===== src/dpu_pkg.sv =====
// Shared types, register map and helpers for the depth pixel unprojection unit.
`default_nettype none

package dpu_pkg;

    // Register map: index = paddr[4:2]
    localparam int REG_IDX_W = 3;
    localparam int PADDR_W   = REG_IDX_W + 2;

    typedef logic [REG_IDX_W-1:0] reg_idx_t;

    localparam reg_idx_t REG_IMAGE_WIDTH   = 3'd0;
    localparam reg_idx_t REG_SAMPLE_STRIDE = 3'd1;
    localparam reg_idx_t REG_MIN_DEPTH     = 3'd2;
    localparam reg_idx_t REG_MAX_DEPTH     = 3'd3;
    localparam reg_idx_t REG_CENTER_X      = 3'd4;
    localparam reg_idx_t REG_CENTER_Y      = 3'd5;
    localparam reg_idx_t REG_INV_FOCAL_X   = 3'd6;
    localparam reg_idx_t REG_INV_FOCAL_Y   = 3'd7;

    localparam int WIDTH_W  = 13;
    localparam int STRIDE_W = 5;
    localparam int DEPTH_W  = 16;
    localparam int CENTER_W = 16;
    localparam int INVF_W   = 24;
    localparam int COLOR_W  = 8;
    localparam int INDEX_W  = 24;
    localparam int POINT_W  = 32;

    localparam logic [WIDTH_W-1:0]  RST_IMAGE_WIDTH   = 13'd640;
    localparam logic [STRIDE_W-1:0] RST_SAMPLE_STRIDE = 5'd1;
    localparam logic [DEPTH_W-1:0]  RST_MIN_DEPTH     = 16'd0;
    localparam logic [DEPTH_W-1:0]  RST_MAX_DEPTH     = 16'd65535;
    localparam logic [CENTER_W-1:0] RST_CENTER_X      = 16'd5120;
    localparam logic [CENTER_W-1:0] RST_CENTER_Y      = 16'd3840;
    localparam logic [INVF_W-1:0]   RST_INV_FOCAL_X   = 24'd31957;
    localparam logic [INVF_W-1:0]   RST_INV_FOCAL_Y   = 24'd31957;

    // Shared multiplier operand and product widths
    localparam int MUL_W  = 24;
    localparam int PROD_W = 2 * MUL_W;

    // Rounded magnitude plus sign -> saturated two's complement coordinate
    function automatic logic [POINT_W-1:0] saturate_point(
        input logic [PROD_W:0] mag,
        input logic            neg
    );
        logic [POINT_W-1:0] res;
        if (neg)
        begin
            if (mag > 49'h0_8000_0000)
                res = 32'h8000_0000;
            else
                res = ~mag[POINT_W-1:0] + 32'd1;
        end
        else
        begin
            if (mag > 49'h0_7FFF_FFFF)
                res = 32'h7FFF_FFFF;
            else
                res = mag[POINT_W-1:0];
        end
        return res;
    endfunction

endpackage

`default_nettype wire


===== src/depth_pixel_unproject_unit.sv =====
// Top level: raster RGB-D pixel sampler and pinhole unprojection to 3D points.
`default_nettype none

// Pixels arrive in raster order on the pixel channel; a pixel whose row and column
// phases are both zero and whose depth lies strictly between min_depth and max_depth
// (and is nonzero) produces one point transaction, every other pixel produces none.
// A dropped pixel does not stall the input. A kept pixel holds the input stalled while
// the pixel index, x and y are formed: they need seven products, all issued in turn
// through a single registered 24x24 multiplier under a small sequencer, and the stall
// also lasts for as long as the point output register stays stalled.
// Registers sit on an APB port at byte address 4*i and should only be written
// while the unit is idle.
module depth_pixel_unproject_unit
    import dpu_pkg::*;
#(
    parameter int MAX_COLUMNS = 4096,
    parameter int MAX_HEIGHT  = 4096,
    parameter int MAX_STRIDE  = 16
)
(
    input  wire logic                       clk,
    input  wire logic                       rst_n,

    input  wire logic                       psel,
    input  wire logic                       penable,
    input  wire logic                       pwrite,
    input  wire logic [PADDR_W-1:0]         paddr,
    input  wire logic [31:0]                pwdata,
    output logic      [31:0]                prdata,
    output logic                            pready,

    input  wire logic                       pixel_valid,
    output logic                            pixel_stall,
    input  wire logic [DEPTH_W-1:0]         depth_sample,
    input  wire logic [COLOR_W-1:0]         red_in,
    input  wire logic [COLOR_W-1:0]         green_in,
    input  wire logic [COLOR_W-1:0]         blue_in,
    input  wire logic                       frame_start,

    output logic                            point_valid,
    input  wire logic                       point_stall,
    output logic signed [POINT_W-1:0]       point_x,
    output logic signed [POINT_W-1:0]       point_y,
    output logic      [DEPTH_W-1:0]         point_z,
    output logic      [COLOR_W-1:0]         red_out,
    output logic      [COLOR_W-1:0]         green_out,
    output logic      [COLOR_W-1:0]         blue_out,
    output logic      [INDEX_W-1:0]         pixel_index
);

    localparam int CW    = $clog2(MAX_COLUMNS);
    localparam int RW    = $clog2(MAX_HEIGHT);
    localparam int PHW   = (MAX_STRIDE > 1) ? $clog2(MAX_STRIDE) : 1;
    localparam int POSW  = (CW > RW) ? CW : RW;
    localparam int MAGW  = (POSW + 4 > CENTER_W) ? POSW + 4 : CENTER_W;
    localparam int PW    = MAGW + DEPTH_W;
    localparam int PHI_W = PW - MUL_W;
    localparam int RND_W = PROD_W + 1 - MUL_W;

    localparam logic [3:0] ST_IDLE = 4'd0;
    localparam logic [3:0] ST_IDX  = 4'd1;
    localparam logic [3:0] ST_MX0  = 4'd2;
    localparam logic [3:0] ST_MX1  = 4'd3;
    localparam logic [3:0] ST_MX2  = 4'd4;
    localparam logic [3:0] ST_MY0  = 4'd5;
    localparam logic [3:0] ST_MY1  = 4'd6;
    localparam logic [3:0] ST_MY2  = 4'd7;
    localparam logic [3:0] ST_DONE = 4'd8;

    // ---------------- configuration registers ----------------
    logic [WIDTH_W-1:0]  image_width_reg;
    logic [STRIDE_W-1:0] sample_stride_reg;
    logic [DEPTH_W-1:0]  min_depth_reg;
    logic [DEPTH_W-1:0]  max_depth_reg;
    logic [CENTER_W-1:0] center_x_reg;
    logic [CENTER_W-1:0] center_y_reg;
    logic [INVF_W-1:0]   inv_focal_x_reg;
    logic [INVF_W-1:0]   inv_focal_y_reg;

    logic     cfg_write;
    reg_idx_t cfg_idx;

    assign pready    = 1'b1;
    assign cfg_write = psel && penable && pwrite;
    assign cfg_idx   = paddr[PADDR_W-1:2];

    always_ff @(posedge clk or negedge rst_n)
    begin
        if (!rst_n)
        begin
            image_width_reg   <= RST_IMAGE_WIDTH;
            sample_stride_reg <= RST_SAMPLE_STRIDE;
            min_depth_reg     <= RST_MIN_DEPTH;
            max_depth_reg     <= RST_MAX_DEPTH;
            center_x_reg      <= RST_CENTER_X;
            center_y_reg      <= RST_CENTER_Y;
            inv_focal_x_reg   <= RST_INV_FOCAL_X;
            inv_focal_y_reg   <= RST_INV_FOCAL_Y;
        end
        else if (cfg_write)
        begin
            unique case (cfg_idx)
                REG_IMAGE_WIDTH:   image_width_reg   <= pwdata[WIDTH_W-1:0];
                REG_SAMPLE_STRIDE: sample_stride_reg <= pwdata[STRIDE_W-1:0];
                REG_MIN_DEPTH:     min_depth_reg     <= pwdata[DEPTH_W-1:0];
                REG_MAX_DEPTH:     max_depth_reg     <= pwdata[DEPTH_W-1:0];
                REG_CENTER_X:      center_x_reg      <= pwdata[CENTER_W-1:0];
                REG_CENTER_Y:      center_y_reg      <= pwdata[CENTER_W-1:0];
                REG_INV_FOCAL_X:   inv_focal_x_reg   <= pwdata[INVF_W-1:0];
                REG_INV_FOCAL_Y:   inv_focal_y_reg   <= pwdata[INVF_W-1:0];
            endcase
        end
    end

    always_comb
    begin
        unique case (cfg_idx)
            REG_IMAGE_WIDTH:   prdata = 32'(image_width_reg);
            REG_SAMPLE_STRIDE: prdata = 32'(sample_stride_reg);
            REG_MIN_DEPTH:     prdata = 32'(min_depth_reg);
            REG_MAX_DEPTH:     prdata = 32'(max_depth_reg);
            REG_CENTER_X:      prdata = 32'(center_x_reg);
            REG_CENTER_Y:      prdata = 32'(center_y_reg);
            REG_INV_FOCAL_X:   prdata = 32'(inv_focal_x_reg);
            REG_INV_FOCAL_Y:   prdata = 32'(inv_focal_y_reg);
        endcase
    end

    // Clamped width and stride; the clamp value only wins when it fits the register
    logic [WIDTH_W-1:0]  eff_width;
    logic [STRIDE_W-1:0] eff_stride;

    always_comb
    begin
        if (image_width_reg == '0)
            eff_width = WIDTH_W'(1);
        else if (32'(image_width_reg) > 32'(MAX_COLUMNS))
            eff_width = WIDTH_W'(MAX_COLUMNS);
        else
            eff_width = image_width_reg;

        if (sample_stride_reg == '0)
            eff_stride = STRIDE_W'(1);
        else if (32'(sample_stride_reg) > 32'(MAX_STRIDE))
            eff_stride = STRIDE_W'(MAX_STRIDE);
        else
            eff_stride = sample_stride_reg;
    end

    // ---------------- raster position ----------------
    logic [CW-1:0]  col_count_reg, col_count_next;
    logic [RW-1:0]  row_count_reg, row_count_next;
    logic [PHW-1:0] col_phase_reg, col_phase_next;
    logic [PHW-1:0] row_phase_reg, row_phase_next;

    logic [CW-1:0]  cur_col;
    logic [RW-1:0]  cur_row;
    logic [PHW-1:0] cur_col_phase;
    logic [PHW-1:0] cur_row_phase;
    logic           keep;
    logic           accept;

    logic [3:0] state_reg, state_next;

    assign pixel_stall = (state_reg != ST_IDLE);
    assign accept      = pixel_valid && !pixel_stall;

    always_comb
    begin
        cur_col       = frame_start ? '0 : col_count_reg;
        cur_row       = frame_start ? '0 : row_count_reg;
        cur_col_phase = frame_start ? '0 : col_phase_reg;
        cur_row_phase = frame_start ? '0 : row_phase_reg;

        keep = (cur_col_phase == '0) && (cur_row_phase == '0) && (depth_sample != '0)
            && (depth_sample > min_depth_reg) && (depth_sample < max_depth_reg);

        if (32'(cur_col) + 32'd1 >= 32'(eff_width))
        begin
            col_count_next = '0;
            col_phase_next = '0;
            row_count_next = (32'(cur_row) + 32'd1 >= 32'(MAX_HEIGHT)) ? '0 : cur_row + 1'b1;
            row_phase_next = (32'(cur_row_phase) + 32'd1 >= 32'(eff_stride))
                ? '0 : cur_row_phase + 1'b1;
        end
        else
        begin
            col_count_next = cur_col + 1'b1;
            col_phase_next = (32'(cur_col_phase) + 32'd1 >= 32'(eff_stride))
                ? '0 : cur_col_phase + 1'b1;
            row_count_next = cur_row;
            row_phase_next = cur_row_phase;
        end
    end

    always_ff @(posedge clk or negedge rst_n)
    begin
        if (!rst_n)
        begin
            col_count_reg <= '0;
            row_count_reg <= '0;
            col_phase_reg <= '0;
            row_phase_reg <= '0;
        end
        else if (accept)
        begin
            col_count_reg <= col_count_next;
            row_count_reg <= row_count_next;
            col_phase_reg <= col_phase_next;
            row_phase_reg <= row_phase_next;
        end
    end

    // ---------------- captured pixel ----------------
    logic [DEPTH_W-1:0] depth_reg;
    logic [COLOR_W-1:0] red_reg, green_reg, blue_reg;
    logic [CW-1:0]      col_snap_reg;
    logic [RW-1:0]      row_snap_reg;
    logic [MAGW-1:0]    mag_x_reg, mag_y_reg;
    logic               neg_x_reg, neg_y_reg;

    // 16*pos - center, as sign and magnitude
    logic [MAGW:0] diff_x, diff_y;

    assign diff_x = (MAGW+1)'({cur_col, 4'b0000}) - (MAGW+1)'(center_x_reg);
    assign diff_y = (MAGW+1)'({cur_row, 4'b0000}) - (MAGW+1)'(center_y_reg);

    always_ff @(posedge clk)
    begin
        if (accept)
        begin
            depth_reg    <= depth_sample;
            red_reg      <= red_in;
            green_reg    <= green_in;
            blue_reg     <= blue_in;
            col_snap_reg <= cur_col;
            row_snap_reg <= cur_row;
            neg_x_reg    <= diff_x[MAGW];
            neg_y_reg    <= diff_y[MAGW];
            mag_x_reg    <= diff_x[MAGW] ? MAGW'(-diff_x) : diff_x[MAGW-1:0];
            mag_y_reg    <= diff_y[MAGW] ? MAGW'(-diff_y) : diff_y[MAGW-1:0];
        end
    end

    // ---------------- shared multiplier and sequencer ----------------
    logic [MUL_W-1:0]  mul_a, mul_b;
    logic [PROD_W-1:0] prod_reg;
    logic [PHI_W-1:0]  phi_reg;
    logic [RND_W-1:0]  rnd_reg;
    logic [INDEX_W-1:0] index_reg;
    logic [POINT_W-1:0] x_reg;
    logic [PROD_W:0]   round_sum;
    logic [PROD_W:0]   coord_mag;
    logic              out_free;

    assign out_free  = !point_valid || !point_stall;
    // low partial product plus half LSB; the carry above bit 24 feeds the high part
    assign round_sum = {1'b0, prod_reg} + 49'h0_0080_0000;
    assign coord_mag = {1'b0, prod_reg} + (PROD_W+1)'(rnd_reg);

    always_comb
    begin
        mul_a = '0;
        mul_b = '0;
        unique case (state_reg)
            ST_IDX:
            begin
                mul_a = MUL_W'(row_snap_reg);
                mul_b = MUL_W'(eff_width);
            end
            ST_MX0:
            begin
                mul_a = MUL_W'(mag_x_reg);
                mul_b = MUL_W'(depth_reg);
            end
            ST_MX1:
            begin
                mul_a = prod_reg[MUL_W-1:0];
                mul_b = inv_focal_x_reg;
            end
            ST_MX2:
            begin
                mul_a = MUL_W'(phi_reg);
                mul_b = inv_focal_x_reg;
            end
            ST_MY0:
            begin
                mul_a = MUL_W'(mag_y_reg);
                mul_b = MUL_W'(depth_reg);
            end
            ST_MY1:
            begin
                mul_a = prod_reg[MUL_W-1:0];
                mul_b = inv_focal_y_reg;
            end
            ST_MY2:
            begin
                mul_a = MUL_W'(phi_reg);
                mul_b = inv_focal_y_reg;
            end
            default:
            begin
                mul_a = '0;
                mul_b = '0;
            end
        endcase
    end

    always_ff @(posedge clk)
    begin
        if (state_reg != ST_IDLE && state_reg != ST_DONE)
            prod_reg <= mul_a * mul_b;

        unique case (state_reg)
            ST_MX0:          index_reg <= prod_reg[INDEX_W-1:0] + INDEX_W'(col_snap_reg);
            ST_MX1, ST_MY1:  phi_reg   <= prod_reg[PW-1:MUL_W];
            ST_MX2, ST_MY2:  rnd_reg   <= round_sum[PROD_W:MUL_W];
            ST_MY0:          x_reg     <= saturate_point(coord_mag, neg_x_reg);
            default:         ;
        endcase
    end

    always_comb
    begin
        state_next = state_reg;
        unique case (state_reg)
            ST_IDLE: if (accept && keep) state_next = ST_IDX;
            ST_IDX:  state_next = ST_MX0;
            ST_MX0:  state_next = ST_MX1;
            ST_MX1:  state_next = ST_MX2;
            ST_MX2:  state_next = ST_MY0;
            ST_MY0:  state_next = ST_MY1;
            ST_MY1:  state_next = ST_MY2;
            ST_MY2:  state_next = ST_DONE;
            ST_DONE: if (out_free) state_next = ST_IDLE;
            default: state_next = ST_IDLE;
        endcase
    end

    always_ff @(posedge clk or negedge rst_n)
    begin
        if (!rst_n)
            state_reg <= ST_IDLE;
        else
            state_reg <= state_next;
    end

    // ---------------- output register ----------------
    logic load_out;
    logic point_valid_reg, point_valid_next;

    assign load_out = (state_reg == ST_DONE) && out_free;

    always_comb
    begin
        if (load_out)
            point_valid_next = 1'b1;
        else if (!point_stall)
            point_valid_next = 1'b0;
        else
            point_valid_next = point_valid_reg;
    end

    always_ff @(posedge clk or negedge rst_n)
    begin
        if (!rst_n)
            point_valid_reg <= 1'b0;
        else
            point_valid_reg <= point_valid_next;
    end

    assign point_valid = point_valid_reg;

    logic [POINT_W-1:0] point_x_reg, point_y_reg;
    logic [DEPTH_W-1:0] point_z_reg;
    logic [COLOR_W-1:0] red_out_reg, green_out_reg, blue_out_reg;
    logic [INDEX_W-1:0] pixel_index_reg;

    always_ff @(posedge clk)
    begin
        if (load_out)
        begin
            point_x_reg     <= x_reg;
            point_y_reg     <= saturate_point(coord_mag, neg_y_reg);
            point_z_reg     <= depth_reg;
            red_out_reg     <= red_reg;
            green_out_reg   <= green_reg;
            blue_out_reg    <= blue_reg;
            pixel_index_reg <= index_reg;
        end
    end

    assign point_x     = $signed(point_x_reg);
    assign point_y     = $signed(point_y_reg);
    assign point_z     = point_z_reg;
    assign red_out     = red_out_reg;
    assign green_out   = green_out_reg;
    assign blue_out    = blue_out_reg;
    assign pixel_index = pixel_index_reg;

endmodule

`default_nettype wire


===== config.mk =====
export PLATFORM = sky130hd
export DESIGN_NAME = depth_pixel_unproject_unit
export DESIGN_NICKNAME = d
export VERILOG_FILES = /design/src/dpu_pkg.sv /design/src/depth_pixel_unproject_unit.sv
export SDC_FILE = /design/constraint.sdc
export NUM_CORES = 2
export LEC_CHECK = 0
export BUFFER_PORTS_ARGS = -buffer_cell sky130_fd_sc_hd__buf_2
export CAP_MARGIN = 20
export CORE_ASPECT_RATIO = 1.2
export CORE_MARGIN = 2
export CORE_UTILIZATION = 30
export DETAILED_ROUTE_END_ITERATION = 16
export PLACE_DENSITY_LB_ADDON = 0.1
export SLEW_MARGIN = 20
export SYNTH_ARGS = -nofsm -noshare
export SYNTH_HDL_FRONTEND = slang
export SYNTH_SLANG_ARGS = --single-unit

===== constraint.sdc =====
create_clock -name clk -period 21.4 [get_ports clk]
set_clock_uncertainty 0.15 [all_clocks]
set_input_delay 2.14 -clock clk [delete_from_list [all_inputs] [get_ports clk]]
set_output_delay 2.14 -clock clk [all_outputs]
set_load 0.01 [all_outputs]

# After elaboration in Yosys (flattened, before gate mapping)
# Index checks and enable logic that the tools add are counted.
[totals]
mem_count = 0
rom_bits = 0
register_bits = 530
inputBits = 85
mem_bits_rw = 0
elab_cells = 148
latchBits = 0
[op_classes]
order_cmp = 10
eq_ne = 19
mul = 1
reduce_logical = 36
shifts = 0
mux = 29
div_mod_pow = 0
bitwise = 1
add_sub_neg = 16
[ops]
columns = ["operator", "count"]
rows = [
  ["$pmux W32 S8", 1],
  ["$mux W32", 4],
  ["$pmux W24 S5", 1],
  ["$pmux W24 S4", 1],
  ["$mux W12", 5],
  ["$add A48 B24 Y49 const B", 1],
  ["$add A48 B25 Y49", 1],
  ["$gt A49 B31 Y1 const B", 1],
  ["$gt A49 B32 Y1 const B", 1],
  ["$mul A24 B24 Y48", 1],
  ["$pmux W4 S9", 1],
  ["$sub A16 B16 Y17", 2],
  ["$add A32 B1 Y32 const B", 1],
  ["$mux W16", 2],
  ["$mux W4", 8],
  ["$neg A16 Y16", 2],
  ["$not A32 Y32", 1],
  ["$add A12 B1 Y13 const B", 2],
  ["$mux W13", 2],
  ["$add A12 B1 Y12 const B", 2],
  ["$add A24 B12 Y24", 1],
  ["$reduce_and A2 Y1", 9],
  ["$eq A4 B3 Y1 const B", 4],
  ["$gt A16 B16 Y1", 1],
  ["29 further kinds", 57],
]

# Logic depth before layout (Yosys ltp)
[logic_depth]
word_depth = 9
depth_mapped = 36

# Least setup slack after synthesis
# No wires, ideal clock.
[synth_timing]
kind = "reg2reg"
start = "reg state_reg[0]"
end = "reg prod_reg[44], data pin"
path_buffers = 3
setup_time_ns = 0.260
arrival_time_ns = 9.743
required_ns = 20.990
path_slack_ns = 11.248
stages_incl_launch_ff = 32
cell_sequence = "dfrtp_1 clkbuf_1 nor4b_1 clkbuf_1 a22oi_1 nand2_1 clkbuf_1 nand2_1 fa_1 inv_1 fa_1 inv_1 fa_1 fa_1 inv_1 fa_1 fa_1 inv_1 fa_1 inv_1 ha_1 a21o_1 a21o_1 a221o_1 a211oi_1 o31ai_1 a221o_1 o31ai_1 o311ai_0 a21o_1 a21oi_1 xnor2_1"
[synth_between]
elab_chain_len = 4
[synth_lines]
columns = ["element", "line_no", "source"]
rows = [
  ["start, declared", "depth_pixel_unproject_unit.sv:163", "logic [3:0] state_reg, state_next;"],
  ["start signal, assigned", "depth_pixel_unproject_unit.sv:345", "state_reg <= state_next;"],
  ["$eq A4 B3 Y1 or $eq A4 B2 Y1 (tied branches)", "depth_pixel_unproject_unit.sv:265", "unique case (state_reg)"],
  ["$reduce_or A2 Y1 (no source line)", "--", ""],
  ["$pmux W24 S5 or $pmux W24 S4 (tied branches)", "depth_pixel_unproject_unit.sv:265", ""],
  ["$mul A24 B24 Y48 *", "depth_pixel_unproject_unit.sv:312", "prod_reg <= mul_a * mul_b;"],
  ["end signal, assigned", "depth_pixel_unproject_unit.sv:312", ""],
  ["end, declared", "depth_pixel_unproject_unit.sv:247", "logic [PROD_W-1:0] prod_reg;"],
]
# Mark *: on every way between the ends. The rest lies on a longest branch, timed or not.
# A chain may end at the register's enable or synchronous reset.

# Worst setup path in the final report
[layout_timing]
start = "reg state_reg[3]"
end = "reg prod_reg[44], data pin"
# Same word-level chain as after synthesis.

==> metrics.md <==
| Metric | Value |
|---|---|
| Routed wire length | approximately 160000 um |
| NetSw | ~5 mW |
| Post_cts resized | 0 |
| Setup CP Type | flip-flop to flip-flop |
| Setup bufs post-CTS | 0 |
| Sequential fraction of the synthesis area | 0.323 |
| Synth-to-layout area growth | 12.8% |
| Pwr dens | 180 mW/mm^2 |
| Final Hold Viols | 0 |
| Post-synth EDFFs | 363 |
| Hold Crit Class | flip-flop to flip-flop |
| Min cycle time layout | between 10 and 15 ns |
| CTS sink cnt | 530 |
| Placed cell count | approximately 7000 |
| Die ar. | roughly 0.16 sq mm |
| GP Congestion | between 0.8 and 0.9 |
| Count leader, synth | inv_1 |
| Antenna viol nets, final | 0 |
| Top FF cell, synth | edfxtp_1 |
| Die width | 365 um |
| Mean routed wirelength per cell | roughly 23 um |
| Seq pwr share | 0.187 |
| CTS tree | yes |
| Arrival @ worst endpoint | 11.60 ns |
| Synth Area per Inst | 9.70 sq um |
| Switching share of total power | 0.531 |
| Critical-path top delay cell | a221o_2 |
| Cell mode on critical path | fa_1 |
| Yosys Warn Count | 0 |
| Max_slew headroom | 0.233 |
| Initial Util | 0.301 |
| RSZ-0062 raised after global routing | false |
| # diodes | 0 |
| Ys async rst share | 0.315 |
| Fin. max-slew vios | 0 |
| Synth Cell Area | 0.0469 sq mm |
| Initial antenna violation count | 4 |
| Worst-path clk slew | 0.06 ns |
| Clock Tree Buf Depth | 3 |
| Rows | 159 |
| Overall routing resource usage | 0.206 |
| Leakage power | about 24 nW |
| Most frequent cells after synthesis | 718 x inv_1, 710 x nand2_1, 484 x fa_1 |
| Worst-Skew Late Latency | 0.68 ns |
| Nets@finish | 5880 |
| Setup TNS | 0 ns |
| Post-synth top area cell | edfxtp_1 |
| Clock share of power | 0.125 |
| Wire length of the first global-routing pass | 244000 um |
| DRC | 0 |
| Largest net degree at the start of global routing | 103 |
| Max Fclk | 0.0881 GHz |
| Top post-synthesis cells by area | edfxtp_1 23%, fa_1 21%, ha_1 8.0%, dfrtp_1 6.5%, inv_1 5.7% |
| Cts bufs inserted | 70 |
| Status | finished clean |
| Largest register FFs | 48 |
| Flops & latches, synth | 530 |
| H-tree levels | 3 |
| Critical path required time | 21.65 ns |
| Hold Buf Count CTS | 0 |
| Worst setup EP type | flip-flop |
| Mapped Cells | 4839 |
| Worst Path Max Fanout | 49 |
| Max-Cap Viols | 0 |
| Worst setup margin | 10.05 ns |
| Peak supply drop | 0.145 mV |
| Via density | 4.95 |
| Post-synth top area share | 0.232 |
| Worst Max-Slew Pin Slew | 1.15 ns |
| IO Count | 248 |
| Final hold slack | 0.261 ns |
| Die Y | roughly 440 um |
| Grt total ovfl | 0 |
| Fraction of layout cells with a size suffix above 1 | 0.120 |
| Pre-Repair DR Iteration Count | 5 |
| Dpl hpwl | approximately 120000 um |
| Placement Setup Slack | 10.02 ns |
| Netlist cell types | 90 |
| Final setup vio count | 0 |
| 1st-iter DRT viols | 2278 |
| Setup crit start kind | flip-flop |
| Combinational Power Share | 0.688 |
| Clock root buffer | clkbuf_16 |
| Final period util | 0.530 |
| Finished Layout Cells | 7161 |
| Port Buffers | approximately 230 |
| Routed via count | approximately 35000 |
| Internal power | around 4.5 mW |
| Worst path max stage delay | about 0.65 ns |
| Vias in the first global route | around 37000 |
| Core area | between 0.15 and 0.2 sq mm |
| Total design power | 9.52 mW |
-- worst max-delay path, delay by kind of cell (launching register included) --
family	cells	cell delay, ns
AOI/OAI and AO/OA	12	4.09
xor gates and xnor gates	1	0.08
adders and majority gates	8	4.02
buffers and inverters	6	0.87
DFF	1	0.54
and+or+nand+nor	4	1.24
-- area by class of cell --
type                    count  area (sq um)
repair buffers            323          1860
clock buffers              89          1900
fillers                 16175        103000
well taps                2093          2620
flip-flops and latches    530         15100
clock inverters            40           403
multi-input cells        3366         28300
inverters                 720          2710
-- cell usage in the layout, fill, tap and decap left out, drive strengths merged, types with 124 or more instances in the layout --
cell,netlist,final
inv,718,724
o21ai,204,204
nor2,345,345
xnor2,124,124
edfxtp,363,363
fa,484,484
buf,43,322
ha,300,300
nand2,711,711
a21oi,167,167
-- final timing paths --
path / startpoint / end / slack, ns / cells after the start
max in group asynchronous: rst_n / inv_focal_x_reg[22]$_DFFE_PN0P_ / 18.08 / 2
worst max-delay path: state_reg[3]$_DFFE_PN0P_ / prod_reg[44]$_DFFE_PP_ / 10.05 / 31
worst min register to register: index_reg[10]$_DFFE_PN_ / pixel_index[10]$_DFFE_PP_ / 0.26 / 0
worst min-delay path: index_reg[10]$_DFFE_PN_ / pixel_index[10]$_DFFE_PP_ / 0.26 / 0
worst max register to register: state_reg[3]$_DFFE_PN0P_ / prod_reg[44]$_DFFE_PP_ / 10.05 / 31
min in group asynchronous: rst_n / col_phase_reg[0]$_DFFE_PN0P_ / 1.44 / 1
-- metrics by stage --
stage               instance area (sq um)  utilization
global route                        52900        0.339
floorplan                           47000            -
CTS                                 52900        0.339
global placement                    50600        0.324
finish                              52900        0.339
detailed placement                  50600        0.324
-- power groups by stage --
stage | combinational (mW) | clock (mW) | sequential [mW]
after floorplan | 4.45 | 0 | 1.64
final | 6.55 | 1.19 | 1.78
after detailed placement | 6.57 | 0 | 1.80
after CTS | 6.61 | 1.22 | 1.78
after global routing | 7.32 | 1.26 | 1.80
after global placement | 6.56 | 0 | 1.80
-- logic make-up (layout without fill, tap and decap cells) --
kind of cell	after synthesis	after routing	share of synthesized area
adders and majority gates	784	784	0.286
muxes	107	107	0.0255
other	2	9	0.000160
AOI/OAI and AO/OA	762	762	0.107
DFF	530	530	0.323
and+or+nand+nor	1509	1509	0.144
xor gates and xnor gates	195	195	0.0364
buffers and inverters	950	1172	0.0777
-- layer usage --
layer | vias to the layer above | share of wire | GRT usage
met5 | - | 0.000067 | 0
met4 | 2 | 0.025 | 0.0560
met3 | 186 | 0.038 | 0.0202
met2 | 868 | 0.49 | 0.355
met1 | 17977 | 0.45 | 0.274
li1 | 16436 | - | -
(Power assumes the default switching activity.)
